==> config.mk <==
export PLATFORM = sky130hd
export DESIGN_NAME = char_stream_tokenizer_core
export DESIGN_NICKNAME = d
export VERILOG_FILES = /design/src/hdl/cst_pkg.sv /design/src/hdl/cst_front.sv /design/src/hdl/cst_queue.sv /design/src/hdl/cst_back.sv /design/src/hdl/char_stream_tokenizer_core.sv
export SDC_FILE = /design/constraint.sdc
export NUM_CORES = 1
export LEC_CHECK = 0
export BUFFER_PORTS_ARGS = -buffer_cell sky130_fd_sc_hd__buf_2
export CAP_MARGIN = 20
export CELL_PAD_IN_SITES_DETAIL_PLACEMENT = 0
export CELL_PAD_IN_SITES_GLOBAL_PLACEMENT = 2
export CORE_MARGIN = 1
export CORE_UTILIZATION = 48
export CTS_CLUSTER_SIZE = 20
export DETAILED_ROUTE_END_ITERATION = 10
export PLACE_DENSITY_LB_ADDON = 0.15
export SYNTH_ARGS = -nofsm -noshare
export SYNTH_HDL_FRONTEND = slang
export SYNTH_HIERARCHICAL = 1
export SYNTH_SLANG_ARGS = --single-unit
==> constraint.sdc <==
create_clock -name clock -period 10.1 [get_ports clock]
set_clock_uncertainty 0.1 [all_clocks]
set_input_delay 0.505 -clock clock [delete_from_list [all_inputs] [get_ports clock]]
set_output_delay 0.505 -clock clock [all_outputs]
set_load 0.05 [all_outputs]
==> src/hdl/cst_pkg.sv <==
// ----------------------------------------------------------------------------
// cst_pkg
// Shared types and constants of the character stream tokenizer: the
// transfer payloads, token and scan mode codes, and the token group that
// travels from the scanner to the token sequencer.
// ----------------------------------------------------------------------------
package cst_pkg;

   typedef enum logic [3:0] {
      TOK_NUMBER = 4'd0,
      TOK_IDENT  = 4'd1,
      TOK_PRINT  = 4'd2,
      TOK_PLUS   = 4'd3,
      TOK_MINUS  = 4'd4,
      TOK_STAR   = 4'd5,
      TOK_SLASH  = 4'd6,
      TOK_EQUAL  = 4'd7,
      TOK_SEMI   = 4'd8,
      TOK_LPAREN = 4'd9,
      TOK_RPAREN = 4'd10,
      TOK_EOF    = 4'd11,
      TOK_ERROR  = 4'd12
   } token_kind_type;

   typedef enum logic [2:0] {
      MODE_IDLE    = 3'd0,
      MODE_INT     = 3'd1,
      MODE_DOT     = 3'd2,
      MODE_FRAC    = 3'd3,
      MODE_IDENT   = 3'd4,
      MODE_SLASH   = 3'd5,
      MODE_COMMENT = 3'd6,
      MODE_DEAD    = 3'd7
   } scan_mode_type;

   typedef enum logic [2:0] {
      CLS_BLANK,
      CLS_NEWLINE,
      CLS_DIGIT,
      CLS_WORD,
      CLS_SLASH,
      CLS_DOT,
      CLS_OPERATOR,
      CLS_OTHER
   } char_class_type;

   typedef struct packed {
      logic [7:0] character;
      logic       end_mark;
   } req_payload_type;

   typedef struct packed {
      token_kind_type token_kind;
      logic [15:0]    line_no;
      logic [7:0]     lexeme_length;
      logic [63:0]    mantissa;
      logic [7:0]     fraction_digits;
      logic           value_overflow;
      logic [7:0]     bad_character;
      logic           last_of_run;
   } rsp_payload_type;

   // Up to three tokens caused by one character, in emission order:
   // lexeme token, single-character token, end-of-file token.
   typedef struct packed {
      logic [15:0]    line_no;
      logic           lex_valid;
      token_kind_type lex_kind;
      logic [7:0]     lex_length;
      logic [63:0]    mantissa;
      logic [7:0]     fraction_digits;
      logic           value_overflow;
      logic           op_valid;
      token_kind_type op_kind;
      logic [7:0]     op_bad;
      logic           eof_valid;
   } group_type;

   localparam int QUEUE_DEPTH = 4;

   localparam logic [2:0] KW_LENGTH = 3'd5;
   localparam logic [2:0] KW_FAIL   = 3'd7;

   localparam logic [7:0] CHAR_NEWLINE    = 8'h0A;
   localparam logic [7:0] CHAR_TAB        = 8'h09;
   localparam logic [7:0] CHAR_CR         = 8'h0D;
   localparam logic [7:0] CHAR_SPACE      = 8'h20;
   localparam logic [7:0] CHAR_SLASH      = 8'h2F;
   localparam logic [7:0] CHAR_DOT        = 8'h2E;
   localparam logic [7:0] CHAR_UNDERSCORE = 8'h5F;
   localparam logic [7:0] CHAR_PLUS       = 8'h2B;
   localparam logic [7:0] CHAR_MINUS      = 8'h2D;
   localparam logic [7:0] CHAR_STAR       = 8'h2A;
   localparam logic [7:0] CHAR_EQUAL      = 8'h3D;
   localparam logic [7:0] CHAR_SEMI       = 8'h3B;
   localparam logic [7:0] CHAR_LPAREN     = 8'h28;
   localparam logic [7:0] CHAR_RPAREN     = 8'h29;

   function automatic logic [7:0] keyword_char(input logic [2:0] idx);
      logic [7:0] c;
      case (idx)
         3'd0:    c = 8'h70; // p
         3'd1:    c = 8'h72; // r
         3'd2:    c = 8'h69; // i
         3'd3:    c = 8'h6E; // n
         3'd4:    c = 8'h74; // t
         default: c = 8'h00;
      endcase
      return c;
   endfunction

endpackage

==> src/hdl/cst_front.sv <==
// ----------------------------------------------------------------------------
// cst_front
// Scanner: classifies each transferred character, advances the scan mode,
// line counter and lexeme state, and pushes the group of tokens it
// completes into the token queue.
// ----------------------------------------------------------------------------
module cst_front #(
   parameter int LINE_WIDTH     = 16,
   parameter int MANTISSA_WIDTH = 64
) (
   input  logic                     clock,
   input  logic                     reset,
   input  logic                     in_take,
   input  cst_pkg::req_payload_type in_data,
   output logic                     grp_push,
   output cst_pkg::group_type       grp_data
);
   import cst_pkg::*;

   scan_mode_type             mode_ff, mode_in;
   logic [LINE_WIDTH-1:0]     line_ff, line_in;
   logic [7:0]                len_ff, len_in;
   logic [MANTISSA_WIDTH-1:0] acc_ff, acc_in;
   logic [7:0]                frac_ff, frac_in;
   logic [2:0]                kw_ff, kw_in;
   logic                      ovf_ff, ovf_in;

   logic [7:0]                c;
   char_class_type            cls;
   logic [MANTISSA_WIDTH+3:0] scaled;
   logic                      acc_sat;
   logic [MANTISSA_WIDTH-1:0] acc_step;
   logic [LINE_WIDTH-1:0]     line_step;
   logic [LINE_WIDTH-1:0]     line_one;
   logic [2:0]                kw_step;
   logic                      run_fresh;
   token_kind_type            ident_kind;

   function automatic char_class_type classify(input logic [7:0] ch);
      char_class_type k;
      if (ch == CHAR_SPACE || ch == CHAR_TAB || ch == CHAR_CR) begin
         k = CLS_BLANK;
      end else if (ch == CHAR_NEWLINE) begin
         k = CLS_NEWLINE;
      end else if (ch >= 8'h30 && ch <= 8'h39) begin
         k = CLS_DIGIT;
      end else if ((ch >= 8'h61 && ch <= 8'h7A) || (ch >= 8'h41 && ch <= 8'h5A)
                   || ch == CHAR_UNDERSCORE) begin
         k = CLS_WORD;
      end else if (ch == CHAR_SLASH) begin
         k = CLS_SLASH;
      end else if (ch == CHAR_DOT) begin
         k = CLS_DOT;
      end else if (ch == CHAR_PLUS || ch == CHAR_MINUS || ch == CHAR_STAR
                   || ch == CHAR_EQUAL || ch == CHAR_SEMI || ch == CHAR_LPAREN
                   || ch == CHAR_RPAREN) begin
         k = CLS_OPERATOR;
      end else begin
         k = CLS_OTHER;
      end
      return k;
   endfunction

   function automatic token_kind_type operator_kind(input logic [7:0] ch);
      token_kind_type k;
      case (ch)
         CHAR_PLUS:   k = TOK_PLUS;
         CHAR_MINUS:  k = TOK_MINUS;
         CHAR_STAR:   k = TOK_STAR;
         CHAR_EQUAL:  k = TOK_EQUAL;
         CHAR_SEMI:   k = TOK_SEMI;
         CHAR_LPAREN: k = TOK_LPAREN;
         default:     k = TOK_RPAREN;
      endcase
      return k;
   endfunction

   function automatic logic [7:0] sat_inc(input logic [7:0] v, input logic [1:0] d);
      logic [8:0] s;
      s = {1'b0, v} + {7'b0, d};
      return s[8] ? 8'hFF : s[7:0];
   endfunction

   assign c   = in_data.character;
   assign cls = classify(c);

   // acc * 10 + digit, saturated to the mantissa width
   assign scaled   = ({4'b0, acc_ff} << 3) + ({4'b0, acc_ff} << 1)
                     + {{MANTISSA_WIDTH{1'b0}}, c[3:0]};
   assign acc_sat  = |scaled[MANTISSA_WIDTH+3:MANTISSA_WIDTH];
   assign acc_step = acc_sat ? {MANTISSA_WIDTH{1'b1}} : scaled[MANTISSA_WIDTH-1:0];

   assign line_one  = {{(LINE_WIDTH-1){1'b0}}, 1'b1};
   assign line_step = (line_ff == {LINE_WIDTH{1'b1}}) ? line_ff : line_ff + line_one;

   assign kw_step = (kw_ff < KW_LENGTH && c == keyword_char(kw_ff)) ? kw_ff + 3'd1 : KW_FAIL;

   assign ident_kind = (kw_ff == KW_LENGTH && len_ff == 8'd5) ? TOK_PRINT : TOK_IDENT;

   always_ff @(posedge clock) begin
      if (reset) begin
         mode_ff <= MODE_IDLE;
         line_ff <= line_one;
         len_ff  <= '0;
         acc_ff  <= '0;
         frac_ff <= '0;
         kw_ff   <= '0;
         ovf_ff  <= 1'b0;
      end else begin
         mode_ff <= mode_in;
         line_ff <= line_in;
         len_ff  <= len_in;
         acc_ff  <= acc_in;
         frac_ff <= frac_in;
         kw_ff   <= kw_in;
         ovf_ff  <= ovf_in;
      end
   end

   always_comb begin
      mode_in   = mode_ff;
      line_in   = line_ff;
      len_in    = len_ff;
      acc_in    = acc_ff;
      frac_in   = frac_ff;
      kw_in     = kw_ff;
      ovf_in    = ovf_ff;
      run_fresh = 1'b0;

      grp_data                 = '0;
      grp_data.line_no         = 16'(line_ff);
      grp_data.lex_kind        = TOK_NUMBER;
      grp_data.lex_length      = len_ff;
      grp_data.mantissa        = 64'(acc_ff);
      grp_data.fraction_digits = frac_ff;
      grp_data.value_overflow  = ovf_ff;
      grp_data.op_kind         = TOK_ERROR;

      if (in_take) begin
         if (in_data.end_mark) begin
            unique case (mode_ff)
               MODE_INT, MODE_FRAC: begin
                  grp_data.lex_valid = 1'b1;
               end
               MODE_DOT: begin
                  grp_data.lex_valid = 1'b1;
                  grp_data.op_valid  = 1'b1;
                  grp_data.op_bad    = CHAR_DOT;
               end
               MODE_IDENT: begin
                  grp_data.lex_valid       = 1'b1;
                  grp_data.lex_kind        = ident_kind;
                  grp_data.mantissa        = '0;
                  grp_data.fraction_digits = '0;
                  grp_data.value_overflow  = 1'b0;
               end
               MODE_SLASH: begin
                  grp_data.op_valid = 1'b1;
                  grp_data.op_kind  = TOK_SLASH;
               end
               default: begin
               end
            endcase
            grp_data.eof_valid = 1'b1;
            mode_in = MODE_IDLE;
            line_in = line_one;
            len_in  = '0;
            acc_in  = '0;
            frac_in = '0;
            kw_in   = '0;
            ovf_in  = 1'b0;
         end else begin
            unique case (mode_ff)
               MODE_INT: begin
                  if (cls == CLS_DIGIT) begin
                     len_in = sat_inc(len_ff, 2'd1);
                     acc_in = acc_step;
                     ovf_in = ovf_ff | acc_sat;
                  end else if (cls == CLS_DOT) begin
                     mode_in = MODE_DOT;
                  end else begin
                     grp_data.lex_valid = 1'b1;
                     run_fresh = 1'b1;
                  end
               end
               MODE_DOT: begin
                  if (cls == CLS_DIGIT) begin
                     len_in  = sat_inc(len_ff, 2'd2);
                     acc_in  = acc_step;
                     ovf_in  = ovf_ff | acc_sat;
                     frac_in = 8'd1;
                     mode_in = MODE_FRAC;
                  end else begin
                     grp_data.lex_valid = 1'b1;
                     grp_data.op_valid  = 1'b1;
                     grp_data.op_bad    = CHAR_DOT;
                     mode_in = MODE_DEAD;
                  end
               end
               MODE_FRAC: begin
                  if (cls == CLS_DIGIT) begin
                     len_in  = sat_inc(len_ff, 2'd1);
                     frac_in = sat_inc(frac_ff, 2'd1);
                     acc_in  = acc_step;
                     ovf_in  = ovf_ff | acc_sat;
                  end else begin
                     grp_data.lex_valid = 1'b1;
                     run_fresh = 1'b1;
                  end
               end
               MODE_IDENT: begin
                  if (cls == CLS_WORD || cls == CLS_DIGIT) begin
                     len_in = sat_inc(len_ff, 2'd1);
                     kw_in  = kw_step;
                  end else begin
                     grp_data.lex_valid       = 1'b1;
                     grp_data.lex_kind        = ident_kind;
                     grp_data.mantissa        = '0;
                     grp_data.fraction_digits = '0;
                     grp_data.value_overflow  = 1'b0;
                     run_fresh = 1'b1;
                  end
               end
               MODE_SLASH: begin
                  if (cls == CLS_SLASH) begin
                     mode_in = MODE_COMMENT;
                  end else begin
                     grp_data.lex_valid       = 1'b1;
                     grp_data.lex_kind        = TOK_SLASH;
                     grp_data.lex_length      = 8'd1;
                     grp_data.mantissa        = '0;
                     grp_data.fraction_digits = '0;
                     grp_data.value_overflow  = 1'b0;
                     run_fresh = 1'b1;
                  end
               end
               MODE_COMMENT: begin
                  if (cls == CLS_NEWLINE) begin
                     line_in = line_step;
                     mode_in = MODE_IDLE;
                  end
               end
               MODE_DEAD: begin
               end
               default: begin
                  run_fresh = 1'b1;
               end
            endcase

            if (run_fresh) begin
               mode_in = MODE_IDLE;
               unique case (cls)
                  CLS_BLANK: begin
                  end
                  CLS_NEWLINE: begin
                     line_in = line_step;
                  end
                  CLS_DIGIT: begin
                     len_in  = 8'd1;
                     acc_in  = MANTISSA_WIDTH'(c[3:0]);
                     frac_in = '0;
                     kw_in   = '0;
                     ovf_in  = 1'b0;
                     mode_in = MODE_INT;
                  end
                  CLS_WORD: begin
                     len_in  = 8'd1;
                     acc_in  = '0;
                     frac_in = '0;
                     kw_in   = (c == keyword_char(3'd0)) ? 3'd1 : KW_FAIL;
                     ovf_in  = 1'b0;
                     mode_in = MODE_IDENT;
                  end
                  CLS_SLASH: begin
                     mode_in = MODE_SLASH;
                  end
                  CLS_OPERATOR: begin
                     grp_data.op_valid = 1'b1;
                     grp_data.op_kind  = operator_kind(c);
                  end
                  default: begin
                     grp_data.op_valid = 1'b1;
                     grp_data.op_bad   = c;
                     mode_in = MODE_DEAD;
                  end
               endcase
            end
         end
      end
   end

   assign grp_push = in_take & (grp_data.lex_valid | grp_data.op_valid | grp_data.eof_valid);

endmodule

==> src/hdl/cst_queue.sv <==
// ----------------------------------------------------------------------------
// cst_queue
// Short first-in first-out queue of token groups between the scanner and
// the token sequencer.
// ----------------------------------------------------------------------------
module cst_queue #(
   parameter int DEPTH = 4
) (
   input  logic               clock,
   input  logic               reset,
   input  logic               push,
   input  cst_pkg::group_type push_data,
   output logic               full,
   input  logic               pop,
   output logic               head_valid,
   output cst_pkg::group_type head_data
);
   import cst_pkg::*;

   localparam int PtrW = (DEPTH > 1) ? $clog2(DEPTH) : 1;
   localparam int CntW = $clog2(DEPTH + 1);
   localparam logic [PtrW-1:0] PtrLast = PtrW'(DEPTH - 1);
   localparam logic [CntW-1:0] CntFull = CntW'(DEPTH);

   group_type        store_ff [DEPTH];
   logic [PtrW-1:0]  wr_ptr_ff, wr_ptr_in;
   logic [PtrW-1:0]  rd_ptr_ff, rd_ptr_in;
   logic [CntW-1:0]  count_ff, count_in;
   logic             do_push;
   logic             do_pop;

   assign full       = (count_ff == CntFull);
   assign head_valid = (count_ff != '0);
   assign head_data  = store_ff[rd_ptr_ff];
   assign do_push    = push & ~full;
   assign do_pop     = pop & head_valid;

   always_comb begin
      wr_ptr_in = wr_ptr_ff;
      rd_ptr_in = rd_ptr_ff;
      count_in  = count_ff;
      if (do_push) begin
         wr_ptr_in = (wr_ptr_ff == PtrLast) ? '0 : wr_ptr_ff + 1'b1;
      end
      if (do_pop) begin
         rd_ptr_in = (rd_ptr_ff == PtrLast) ? '0 : rd_ptr_ff + 1'b1;
      end
      if (do_push && !do_pop) begin
         count_in = count_ff + 1'b1;
      end else if (do_pop && !do_push) begin
         count_in = count_ff - 1'b1;
      end
   end

   always_ff @(posedge clock) begin
      if (reset) begin
         wr_ptr_ff <= '0;
         rd_ptr_ff <= '0;
         count_ff  <= '0;
      end else begin
         wr_ptr_ff <= wr_ptr_in;
         rd_ptr_ff <= rd_ptr_in;
         count_ff  <= count_in;
      end
   end

   always_ff @(posedge clock) begin
      if (do_push) begin
         store_ff[wr_ptr_ff] <= push_data;
      end
   end

   a_count_bound: assert property (@(posedge clock) disable iff (reset)
      count_ff <= CntFull)
      else $error("queue count beyond depth");

   a_no_push_when_full: assert property (@(posedge clock) disable iff (reset)
      push |-> !full)
      else $error("group pushed into a full queue");

   a_no_pop_when_empty: assert property (@(posedge clock) disable iff (reset)
      pop |-> head_valid)
      else $error("group popped from an empty queue");

endmodule

==> src/hdl/cst_back.sv <==
// ----------------------------------------------------------------------------
// cst_back
// Token sequencer: takes token groups from the queue head and hands their
// tokens out one at a time through the result register, marking the last
// token of each group.
// ----------------------------------------------------------------------------
module cst_back (
   input  logic                     clock,
   input  logic                     reset,
   input  logic                     head_valid,
   input  cst_pkg::group_type       head_data,
   output logic                     head_pop,
   output logic                     rsp_empty,
   input  logic                     rsp_pop,
   output cst_pkg::rsp_payload_type rsp_data
);
   import cst_pkg::*;

   logic [2:0]      done_ff, done_in;
   logic            out_valid_ff, out_valid_in;
   rsp_payload_type out_ff, out_in;

   logic [2:0]      pending;
   logic [2:0]      pick;
   logic            last;
   logic            load;

   assign pending = {head_data.eof_valid, head_data.op_valid, head_data.lex_valid} & ~done_ff;
   assign pick    = pending[0] ? 3'b001 : (pending[1] ? 3'b010 : 3'b100);
   assign last    = ((pending & ~pick) == 3'b000);
   assign load    = head_valid & (~out_valid_ff | rsp_pop);
   assign head_pop = load & last;

   always_comb begin
      done_in      = done_ff;
      out_valid_in = out_valid_ff & ~rsp_pop;
      out_in       = out_ff;
      if (load) begin
         done_in      = last ? 3'b000 : (done_ff | pick);
         out_valid_in = 1'b1;
         out_in                 = '0;
         out_in.line_no         = head_data.line_no;
         out_in.last_of_run     = last;
         case (pick)
            3'b001: begin
               out_in.token_kind      = head_data.lex_kind;
               out_in.lexeme_length   = head_data.lex_length;
               out_in.mantissa        = head_data.mantissa;
               out_in.fraction_digits = head_data.fraction_digits;
               out_in.value_overflow  = head_data.value_overflow;
            end
            3'b010: begin
               out_in.token_kind    = head_data.op_kind;
               out_in.lexeme_length = 8'd1;
               out_in.bad_character = head_data.op_bad;
            end
            default: begin
               out_in.token_kind = TOK_EOF;
            end
         endcase
      end
   end

   always_ff @(posedge clock) begin
      if (reset) begin
         done_ff      <= '0;
         out_valid_ff <= 1'b0;
      end else begin
         done_ff      <= done_in;
         out_valid_ff <= out_valid_in;
      end
   end

   always_ff @(posedge clock) begin
      out_ff <= out_in;
   end

   assign rsp_empty = ~out_valid_ff;
   assign rsp_data  = out_ff;

   a_done_partial: assert property (@(posedge clock) disable iff (reset)
      $countones(done_ff) <= 2)
      else $error("all slots of a group marked done without pop");

   a_eof_is_last: assert property (@(posedge clock) disable iff (reset)
      (load && pick == 3'b100) |-> last)
      else $error("end-of-file token not last of its group");

   a_pending_on_load: assert property (@(posedge clock) disable iff (reset)
      load |-> (pending != 3'b000))
      else $error("group at queue head has no token left");

endmodule

==> src/hdl/char_stream_tokenizer_core.sv <==
// ----------------------------------------------------------------------------
// char_stream_tokenizer_core
// Streaming lexical analyzer: one ASCII character or end-of-input mark in,
// number, identifier, print, operator, end-of-file and error tokens out.
// ----------------------------------------------------------------------------
// One character is taken per clock cycle while req_full is low. The scanner
// updates its state in the cycle of the transfer and writes the tokens that
// character completes (zero to three) as one group into a four-entry queue.
// The token sequencer empties the queue into the result register one token
// per cycle while it is empty or popped. A token passes the queue and then
// the result register on its way to rsp_data. Input rate is one character
// per cycle as long as tokens are drained; output rate is one token per
// cycle while rsp_pop is high, and req_full rises when the queue holds four
// groups not yet handed out. Numbers saturate at 2^MANTISSA_WIDTH-1 with
// value_overflow set; line numbers saturate at 2^LINE_WIDTH-1. After an
// error token all characters are dropped until the end-of-input mark, which
// emits end-of-file and returns the block to its reset state.
module char_stream_tokenizer_core #(
   parameter int LINE_WIDTH     = 16,
   parameter int MANTISSA_WIDTH = 64
) (
   input  logic                     clock,
   input  logic                     reset,
   input  logic                     req_push,
   output logic                     req_full,
   input  cst_pkg::req_payload_type req_data,
   output logic                     rsp_empty,
   input  logic                     rsp_pop,
   output cst_pkg::rsp_payload_type rsp_data
);
   import cst_pkg::*;

   logic      in_take;
   logic      grp_push;
   group_type grp_data;
   logic      head_valid;
   group_type head_data;
   logic      head_pop;

   assign in_take = req_push & ~req_full;

   cst_front #(
      .LINE_WIDTH     (LINE_WIDTH),
      .MANTISSA_WIDTH (MANTISSA_WIDTH)
   ) u_front (
      .clock    (clock),
      .reset    (reset),
      .in_take  (in_take),
      .in_data  (req_data),
      .grp_push (grp_push),
      .grp_data (grp_data)
   );

   cst_queue #(
      .DEPTH (QUEUE_DEPTH)
   ) u_queue (
      .clock      (clock),
      .reset      (reset),
      .push       (grp_push),
      .push_data  (grp_data),
      .full       (req_full),
      .pop        (head_pop),
      .head_valid (head_valid),
      .head_data  (head_data)
   );

   cst_back u_back (
      .clock      (clock),
      .reset      (reset),
      .head_valid (head_valid),
      .head_data  (head_data),
      .head_pop   (head_pop),
      .rsp_empty  (rsp_empty),
      .rsp_pop    (rsp_pop),
      .rsp_data   (rsp_data)
   );

endmodule
# Yosys cells after proc, flatten, opt, wreduce, memory -nomap -nowiden
# Memory sizes are Yosys's and may differ from the RTL's. A register that Yosys moved wholly into a read port is not among the register bits.
# Cells that the tools add are included.
dict set report classes {
  n_addsub 11
  multipliers 0
  div 0
  order_cmp 7
  n_eq_ne 45
  n_shift 0
  muxes 106
  bitwise_logic 19
  reduce_logical 38
}
# operator n
set op_table {}
lappend op_table {{$mux W64} 5}
lappend op_table {{$mux W86} 2}
lappend op_table {{$mux W73} 2}
lappend op_table {{$pmux W73 S2} 1}
lappend op_table {{$mux W8} 18}
lappend op_table {{$pmux W64 S2} 1}
lappend op_table {{$mux W100} 1}
lappend op_table {{$mux W16} 6}
lappend op_table {{$eq A8 B6 Y1 const B} 10}
lappend op_table {{$mux W3} 24}
lappend op_table {{$add A67 B65 Y68} 1}
lappend op_table {{$add A68 B4 Y68} 1}
lappend op_table {{$pmux W7 S5} 1}
lappend op_table {{$pmux W8 S2} 2}
lappend op_table {{$eq A3 B3 Y1 const B} 10}
lappend op_table {{$eq A8 B4 Y1 const B} 3}
lappend op_table {{$pmux W3 S4} 2}
lappend op_table {{$pmux W4 S6} 1}
lappend op_table {{$pmux W8 S3} 1}
lappend op_table {{$eq A3 B2 Y1 const B} 7}
lappend op_table {{$mux W1} 21}
lappend op_table {{$add A8 B1 Y9 const B} 2}
lappend op_table {{$add A16 B1 Y16 const B} 1}
lappend op_table {{$eq A16 B16 Y1 const B} 1}
lappend op_table {{44 further kinds} 102}
dict set report word_totals {
  regBits 224
  latchBits 0
  ram_bits 464
  mem_bits_ro 0
  input_bits 13
  out_inout_bits 112
  elab_cells 247
  n_memories 1
}
# name words word_bits rd rd_clocked_by_memory_dff wr line_no
set memory_table {}
lappend memory_table {u_queue.store_ff 4 116 1 1 1 cst_queue.sv:25} ;# group_type store_ff [DEPTH];

# Logic depth before layout (Yosys ltp)
# Gate-level depths: netlist of run 1.
dict set report logic_depth {
  word_depth 31
  mapped_depth 20
  depth_no_buf 17
}

# Cells and area by module
# The synthesis of run 1 kept the hierarchy.
# module n_inst cells_per_inst area_per_inst_um2 seq_area_each_um2
set modules_own_cells {}
lappend modules_own_cells {cst_queue 1 656 17172.7 14113.5}
lappend modules_own_cells {cst_front 1 1514 11203.2 2062.0}
lappend modules_own_cells {cst_back 1 243 4196.5 3383.2}
lappend modules_own_cells {char_stream_tokenizer_core 1 1 13.8 0.0}

# Least setup slack after synthesis of run 1
# Ideal clock, no wire load.
dict set report synth_timing {
  path_type {input port to flip-flop}
  startpoint {in req_data[5] (netlist name)}
  endpoint {mem u_queue/store_ff[0][0] (netlist name) (enable)}
  setup_ns 0.489
  t_arrival_ns 5.532
  required_ns 9.511
  setup_slack_ns 3.978
  stages 12
  path_buffers 2
  cell_sequence {buf_2 or4_1 a21oi_2 o21a_1 o21ai_1 o21ai_2 buf_6 and2_1 a311oi_1 a211oi_1 or3_1 and3_1}
}
# element line_no
set synth_lines {}
lappend synth_lines {{start, declared} char_stream_tokenizer_core.sv:26} ;# input cst_pkg::req_payload_type req_data,
lappend synth_lines {{end, declared} cst_queue.sv:25}

==> results of run 1 <==
power by group through the flow:
stage / sequential, mW / clock (mW) / combinational [mW]
2_1_floorplan: 4.78 / 0 / 1.11
4_1_cts: 3.89 / 2.84 / 2.53
5_1_grt: 3.93 / 2.94 / 2.63
3_5_place_dp: 3.95 / 0 / 2.52
3_3_place_gp: 3.93 / 0 / 2.50
6_report: 3.88 / 2.76 / 2.48
final timing paths:
path | cells after the start | slack [ns] | end
setup / recovery | 10 | 4.84 | u_queue/store_ff[2][65]$_DFFE_PP_
hold / removal | 3 | 0.19 | u_back/out_valid_ff$_SDFF_PP0_
setup reg to reg | 10 | 4.84 | u_queue/store_ff[2][65]$_DFFE_PP_
hold reg to reg | 1 | 0.38 | u_back/done_ff[2]$_SDFFE_PP0P_
area by class of cell:
class,count,area [um^2],area share
Sequential cell,690,19600,0.536
Timing Repair Buffer,149,848,0.0232
Tap cell,873,1090,0.0299
Multi-Input combinational cell,1566,12300,0.338
Clock buffer,92,1980,0.0542
Clock inverter,45,549,0.0151
Inverter,31,118,0.00322
worst max-delay path: stages, from the launching register on:
cell	delay (ns)
dfxtp_1	0.64
inv_1	0.21
nor2_1	0.25
o21ai_1	0.14
o21ai_2	0.47
and2_1	0.22
a311oi_1	0.10
a211oi_1	0.58
or3_1	0.34
and3_4	0.79
buf_4	0.92
routing by layer:
layer / up-vias / track usage / wire (um)
met1: 10151 / 0.284 / 32700
li1: 9514 / - / -
met4: 0 / 0.0582 / 1550
met2: 355 / 0.381 / 37700
met5: - / 0 / 0
met3: 96 / 0.0292 / 2400
cell usage in the layout (no fill, tap or decap), types with 31 or more instances in the layout:
cell and count:
a21oi_1 150, xnor2_1 31, buf_2 124, nand3_1 36, a21o_1 39, a22oi_1 50, nand2_1 174, clkbuf_16 74
xor2_1 40, mux4_2 116, ha_1 143, dfxtp_1 114, and2_1 170, o21ai_0 81, edfxtp_1 574, nor2_1 125
flip-flops by register name (all words and copies together), names as in the netlist, 8 cells and up, named ones only:
name              flops
u_queue/store_ff    464
u_back/rsp_data     110
u_front/acc_ff       64
u_front/line_ff      16
u_front/frac_ff       8
u_front/len_ff        8
cell families (layout without fill, tap and decap cells):
group / after synthesis / after routing
mux: 123 / 123
simple gates: 695 / 695
compound gates: 529 / 529
fa+ha+maj: 147 / 147
other cells: 1 / 1
buf+inv: 158 / 317
flops: 690 / 690
xor+xnor: 71 / 71
stage by stage:
step | utilization | hold WS (ns)
after floorplan | - | 0.342
after global placement | 0.505 | 0.363
after detailed placement | 0.505 | 0.364
after CTS | 0.542 | 0.152
after global routing | 0.543 | 0.187
final | 0.543 | 0.189
==> flow_summary_export.csv, run 1 <==
group,metric,value,unit
route,drt_iter0_markers,1170,
synthesis,yosysMostFrequentCell,"edfxtp_1",
timing,post-route-min-period,5.26,ns
grt,overflow,0,
synthesis,yosysTopAreaCellShare,0.529,
placed_design,routabilityCongestion,0.870,
power,power.share.clock,0.303,
final_layout,n_antenna_cell,0,
synthesis,synth_top_area_cell,"edfxtp_1",
timing,slew-limit-headroom,0.280,
route,drtPass1Iterations,5,
final_layout,design_area,36500,um^2
synthesis,synth_common_cells,"edfxtp_1 (574), nand2_1 (174), and2_1 (171)",
setup_path,arrival,5.37,ns
clocking,cts.sinks,690,
final_layout,nFillCells,5517,
power,switchingPower,3.02,mW
synthesis,synthFlopType,"edfxtp_1",
die,io_pins,125,
timing,rsz0062_at_grt,"false",
setup_path,reg2reg_from,"u_front/mode_ff[2]$_SDFFE_PP0P_",
die,core,67200,um^2
timing,finalCritPeriodShare,0.521,
power,power,9.12,mW
setup_path,critPathLaunchType,"register",
power,combPwrFrac,0.272,
grt,grtUsageTotal,0.217,
clocking,clock_tree.buffer_depth,3,
synthesis,synth_fp_nets,2573,
power,intPower,6.11,mW
die,die_w,263,um
synthesis,synth_area,32600,um^2
synthesis,synth_compound_area_frac,0.108,
synthesis,synth_edf_count,574,
synthesis,syn_area_per_cell,13.5,um^2
final_layout,fin_nets,2671,
synthesis,yosysWarningCount,6,
clocking,post_cts.repair.setup_buffers,0,
clocking,cts_buffers,74,
clocking,cts_hold_buf,0,
final_layout,fin_cells,3446,
clocking,clk_latency,0.62,ns
synthesis,synth_top_family_by_area,"simple AND/OR/NAND/NOR gates",
worst_hold_path,hp-start,"rsp_pop",
run_status,status,"complete, no violations",
power,leakage,13.7,nW
clocking,post_cts_resize_count,0,
setup_path,critPathMaxFanout,64,
placed_design,hpwl,50000,um
placed_design,post_dp_cell_area,33900,um^2
grt,grt_max_degree,72,
die,num_rows,95,
synthesis,synth_xor_area_frac,0.0191,
clocking,cts_tree,"yes",
route,antenna_left,0,
timing,worst_pin_slew,1.08,ns
timing,fmax,0.190,GHz
synthesis,yosysUniqueCellTypes,88,
setup_path,cp-end-kind,"register",
placed_design,dp_slack,4.18,ns
route,routed_wl,74400,um
placed_design,place_inst,3306,
setup_path,required,10.21,ns
power,pwr-share-seq,0.425,
route,vias,20116,
setup_path,path_class,"register to register",
clocking,clkTransAtPathRegs,0.06,ns
timing,drv_slew,0,
setup_path,cp-startpoint,"u_front/mode_ff[2]$_SDFFE_PP0P_",
clocking,htree_levels,3,
power,ir_drop,0.000203,V
power,sw_frac_of_total,0.331,
timing,finalHoldViolCount,0,
synthesis,synthArstFlopShare,0,
synthesis,syn_inst,2414,
grt,grt_pass1_vias,20694,
timing,setup_viol,0,
synthesis,seq_area_frac_synth,0.600,
route,drc,0,
route,post_drt_wl_per_cell,21.6,um
timing,tns,0,ns
worst_hold_path,hold_class,"input port to register",
die,initial_core_util,0.485,
synthesis,ys_ff_latch,690,
clocking,root_buffer,"clkbuf_16",
die,fp.dieArea,68900,um^2
power,powerDensity,250,nW/um^2
route,via_per_inst,5.84,
grt,antenna_found_initial,1,
synthesis,synthTopCellsByArea,"edfxtp_1 (53%), mux4_2 (8.0%), dfxtp_1 (7.1%)",
timing,timing.final.ws_setup,4.84,ns
placed_design,port_buffers,124,
job,cap_violations,0,
synthesis,synth-simple-area-share,0.111,
final_layout,syn_to_final_growth,12.0,%
final_layout,layout-drive-gt1-share,0.168,
synthesis,synthAdderAreaFrac,0.0571,
die,die_h,263,um
grt,grt_pass1_wl,118000,um
synthesis,synthMuxAreaShare,0.0823,
(Power assumes the default switching activity.)
==> run 2, diff against run 1 <==
Settings changed: CORE_UTILIZATION 48 to 40.
Clock period 10.1 ns to 4.8 ns, I/O delays scaled along.
==> run 2 against run 1 <==
Effect of this change: non-clock buffer count rose by 25; sequential share of layout area fell by 0.85 points; flip-flop and latch count did not move; global-route usage fell by 2.6 points; core utilization fell by 8.3 points; worst setup slack got worse by 4.4 ns; first-iteration DRC count fell by 3.8%; clock power rose by 120%; fmax rose by 20%; critical path type unchanged; critical endpoint is now u_front/acc_ff[45]$_SDFFE_PP0P_; largest cell class unchanged.
==> flow_summary_export.csv, run 2 (synthesis results as in run 1) <==
group,metric,value,unit
grt,grt_pass1_wl,123000,um
timing,rsz0062_at_grt,"false",
placed_design,hpwl,52900,um
route,vias,20038,
setup_path,required,5.18,ns
setup_path,arrival,4.77,ns
final_layout,largest_reg_flops,464,
setup_path,r2r_setup_slack,0.40,ns
worst_hold_path,hold_class,"input port to register",
final_layout,final_common_cell,"edfxtp_1",
grt,grtUsageTotal,0.191,
clocking,post_cts.repair.setup_buffers,0,
power,pwr-share-seq,0.421,
route,routed_wl,78300,um
power,ir_drop,0.000466,V
timing,setup_viol,0,
die,die_h,287,um
timing,drv_slew,0,
setup_path,path_class,"register to register",
timing,finalCritPeriodShare,0.916,
route,met1_length,34300,um
setup_path,critPathLaunchType,"register",
power,switchingPower,6.56,mW
grt,overflow,0,
power,sw_frac_of_total,0.337,
final_layout,layout_common_cells,"edfxtp_1 (574), nand2_1 (174), and2_1 (170), a21oi_1 (150), ha_1 (143)",
job,cap_violations,0,
clocking,cts.sinks,690,
final_layout,nFillCells,7222,
setup_path,cp-startpoint,"u_front/acc_ff[2]$_SDFFE_PP0P_",
route,drtPass1Iterations,5,
timing,fmax,0.227,GHz
setup_path,reg2reg_from,"u_front/acc_ff[2]$_SDFFE_PP0P_",
route,post_drt_wl_per_cell,21.4,um
worst_hold_path,min_path_cells,3,
clocking,post_cts_resize_count,0,
setup_path,cp-end-kind,"register",
timing,post-route-min-period,4.40,ns
route,drc,0,
power,power.share.clock,0.306,
placed_design,routabilityCongestion,0.851,
route,antenna_left,0,
timing,worst_pin_slew,0.994,ns
final_layout,syn_to_final_growth,13.8,%
die,fp.dieArea,82600,um^2
timing,finalHoldViolCount,0,
setup_path,worst_r2r_path_depth,13,
final_layout,fin_util,0.460,
final_layout,n_antenna_cell,0,
grt,grt_max_degree,74,
route,drt_iter0_markers,1125,
route,route.met3.wl,2370,um
die,die_w,287,um
clocking,root_buffer,"clkbuf_16",
power,leakage,13.9,nW
placed_design,port_buffers,124,
die,core,80500,um^2
power,intPower,12.9,mW
worst_hold_path,hp-start,"req_data[6]",
die,num_rows,104,
final_layout,top_register,"u_queue/store_ff",
timing,slew-limit-headroom,0.338,
route,via_per_inst,5.46,
clocking,clk_latency,0.65,ns
timing,tns,0,ns
clocking,clock_tree.buffer_depth,3,
setup_path,r2r_end,"u_front/acc_ff[45]$_SDFFE_PP0P_",
setup_path,critPathMaxFanout,25,
final_layout,fin_nets,2700,
final_layout,layout-drive-gt1-share,0.174,
power,combPwrFrac,0.273,
die,initial_core_util,0.405,
grt,grt_pass1_vias,21075,
clocking,cts_buffers,78,
power,powerDensity,525,nW/um^2
clocking,htree_levels,3,
clocking,cts_tree,"yes",
die,io_pins,125,
worst_hold_path,hold_end,"u_queue/store_ff[2][6]$_DFFE_PP_",
run_status,status,"complete, no violations",
clocking,clkTransAtPathRegs,0.06,ns
route,wl_met2,39700,um
grt,antenna_found_initial,1,
route,routed.top_layer,"met4",
==> run 2: changes by cell type in the layout (fill, tap and decap cells not counted), sizes merged <==
cell / before / now
bufinv: 9 / 5
clkinvlp: 3 / 5
inv: 32 / 34
clkbuf: 93 / 104
buf: 148 / 168
clkinv: 32 / 29
dlygate4sd3: 0 / 6
==> run 2: how the worst max path moves through the flow <==
stage,end,cells past startpoint
after floorplan,u_queue/count_ff[2]$_SDFFE_PP0P_,10
after global placement,u_queue/count_ff[2]$_SDFFE_PP0P_,19
after detailed placement,u_queue/count_ff[2]$_SDFFE_PP0P_,19
after CTS,u_front/acc_ff[45]$_SDFFE_PP0P_,13
after global routing,u_front/acc_ff[45]$_SDFFE_PP0P_,13
final,u_front/acc_ff[45]$_SDFFE_PP0P_,13
==> run 2: per-stage QoR <==
stage / worst slack (ns) / power, mW / instances / instance area, um^2 / hold WS [ns]
2_1_floorplan: 0.0362 / 12.4 / 2414 / 32600 / 0.209
4_1_cts: 0.341 / 19.8 / 3667 / 37100 / 0.0123
3_5_place_dp: 0.369 / 13.8 / 3515 / 34400 / 0.366
5_1_grt: 0.133 / 20.3 / 3667 / 37100 / 0.0751
6_report: 0.402 / 19.5 / 3667 / 37100 / 0.0663
3_3_place_gp: 0.433 / 13.7 / 3515 / 34400 / 0.366
==> run 2: timing repair <==
action | CTS | global route
endpoints found under the setup margin | 0 | 0
hold buffers | 6 | 0
hold endpoints to repair | 21 | 0
==> run 2: area by class of cell <==
class	count	area (um^2)	share of cell area
clock inverter	42	489	0.0132
clock buffer	104	2120	0.0572
timing repair buffer	174	1120	0.0303
tap	1060	1330	0.0358
inverter	31	118	0.00317
sequential	690	19600	0.528
multi-input combinational	1566	12300	0.333
==> run 2: power groups by stage <==
stage	registers, mW	logic (mW)	clock network (mW)
after floorplan	10.0	2.34	0
after CTS	8.22	5.47	6.12
after global routing	8.31	5.70	6.32
final	8.20	5.31	5.95
after global placement	8.30	5.42	0
after detailed placement	8.34	5.46	0
==> run 2: layer usage <==
layer	global-route usage	up-vias
met2	0.337	296
met5	0	-
met3	0.0271	117
li1	-	9575
met1	0.244	10050
met4	0.0536	0
==> run 2: critical path, cell delays in order, from the launching register on <==
cell,delay (ns)
dfxtp_1,0.44
fa_1,0.50
fa_1,0.50
a211oi_2,0.20
o21ai_1,0.18
a22oi_2,0.27
a2111oi_4,0.11
o31a_2,0.36
nor4_1,0.28
and3b_1,0.26
a311o_1,0.36
o21ai_4,0.19
buf_4,0.34
o211ai_1,0.13
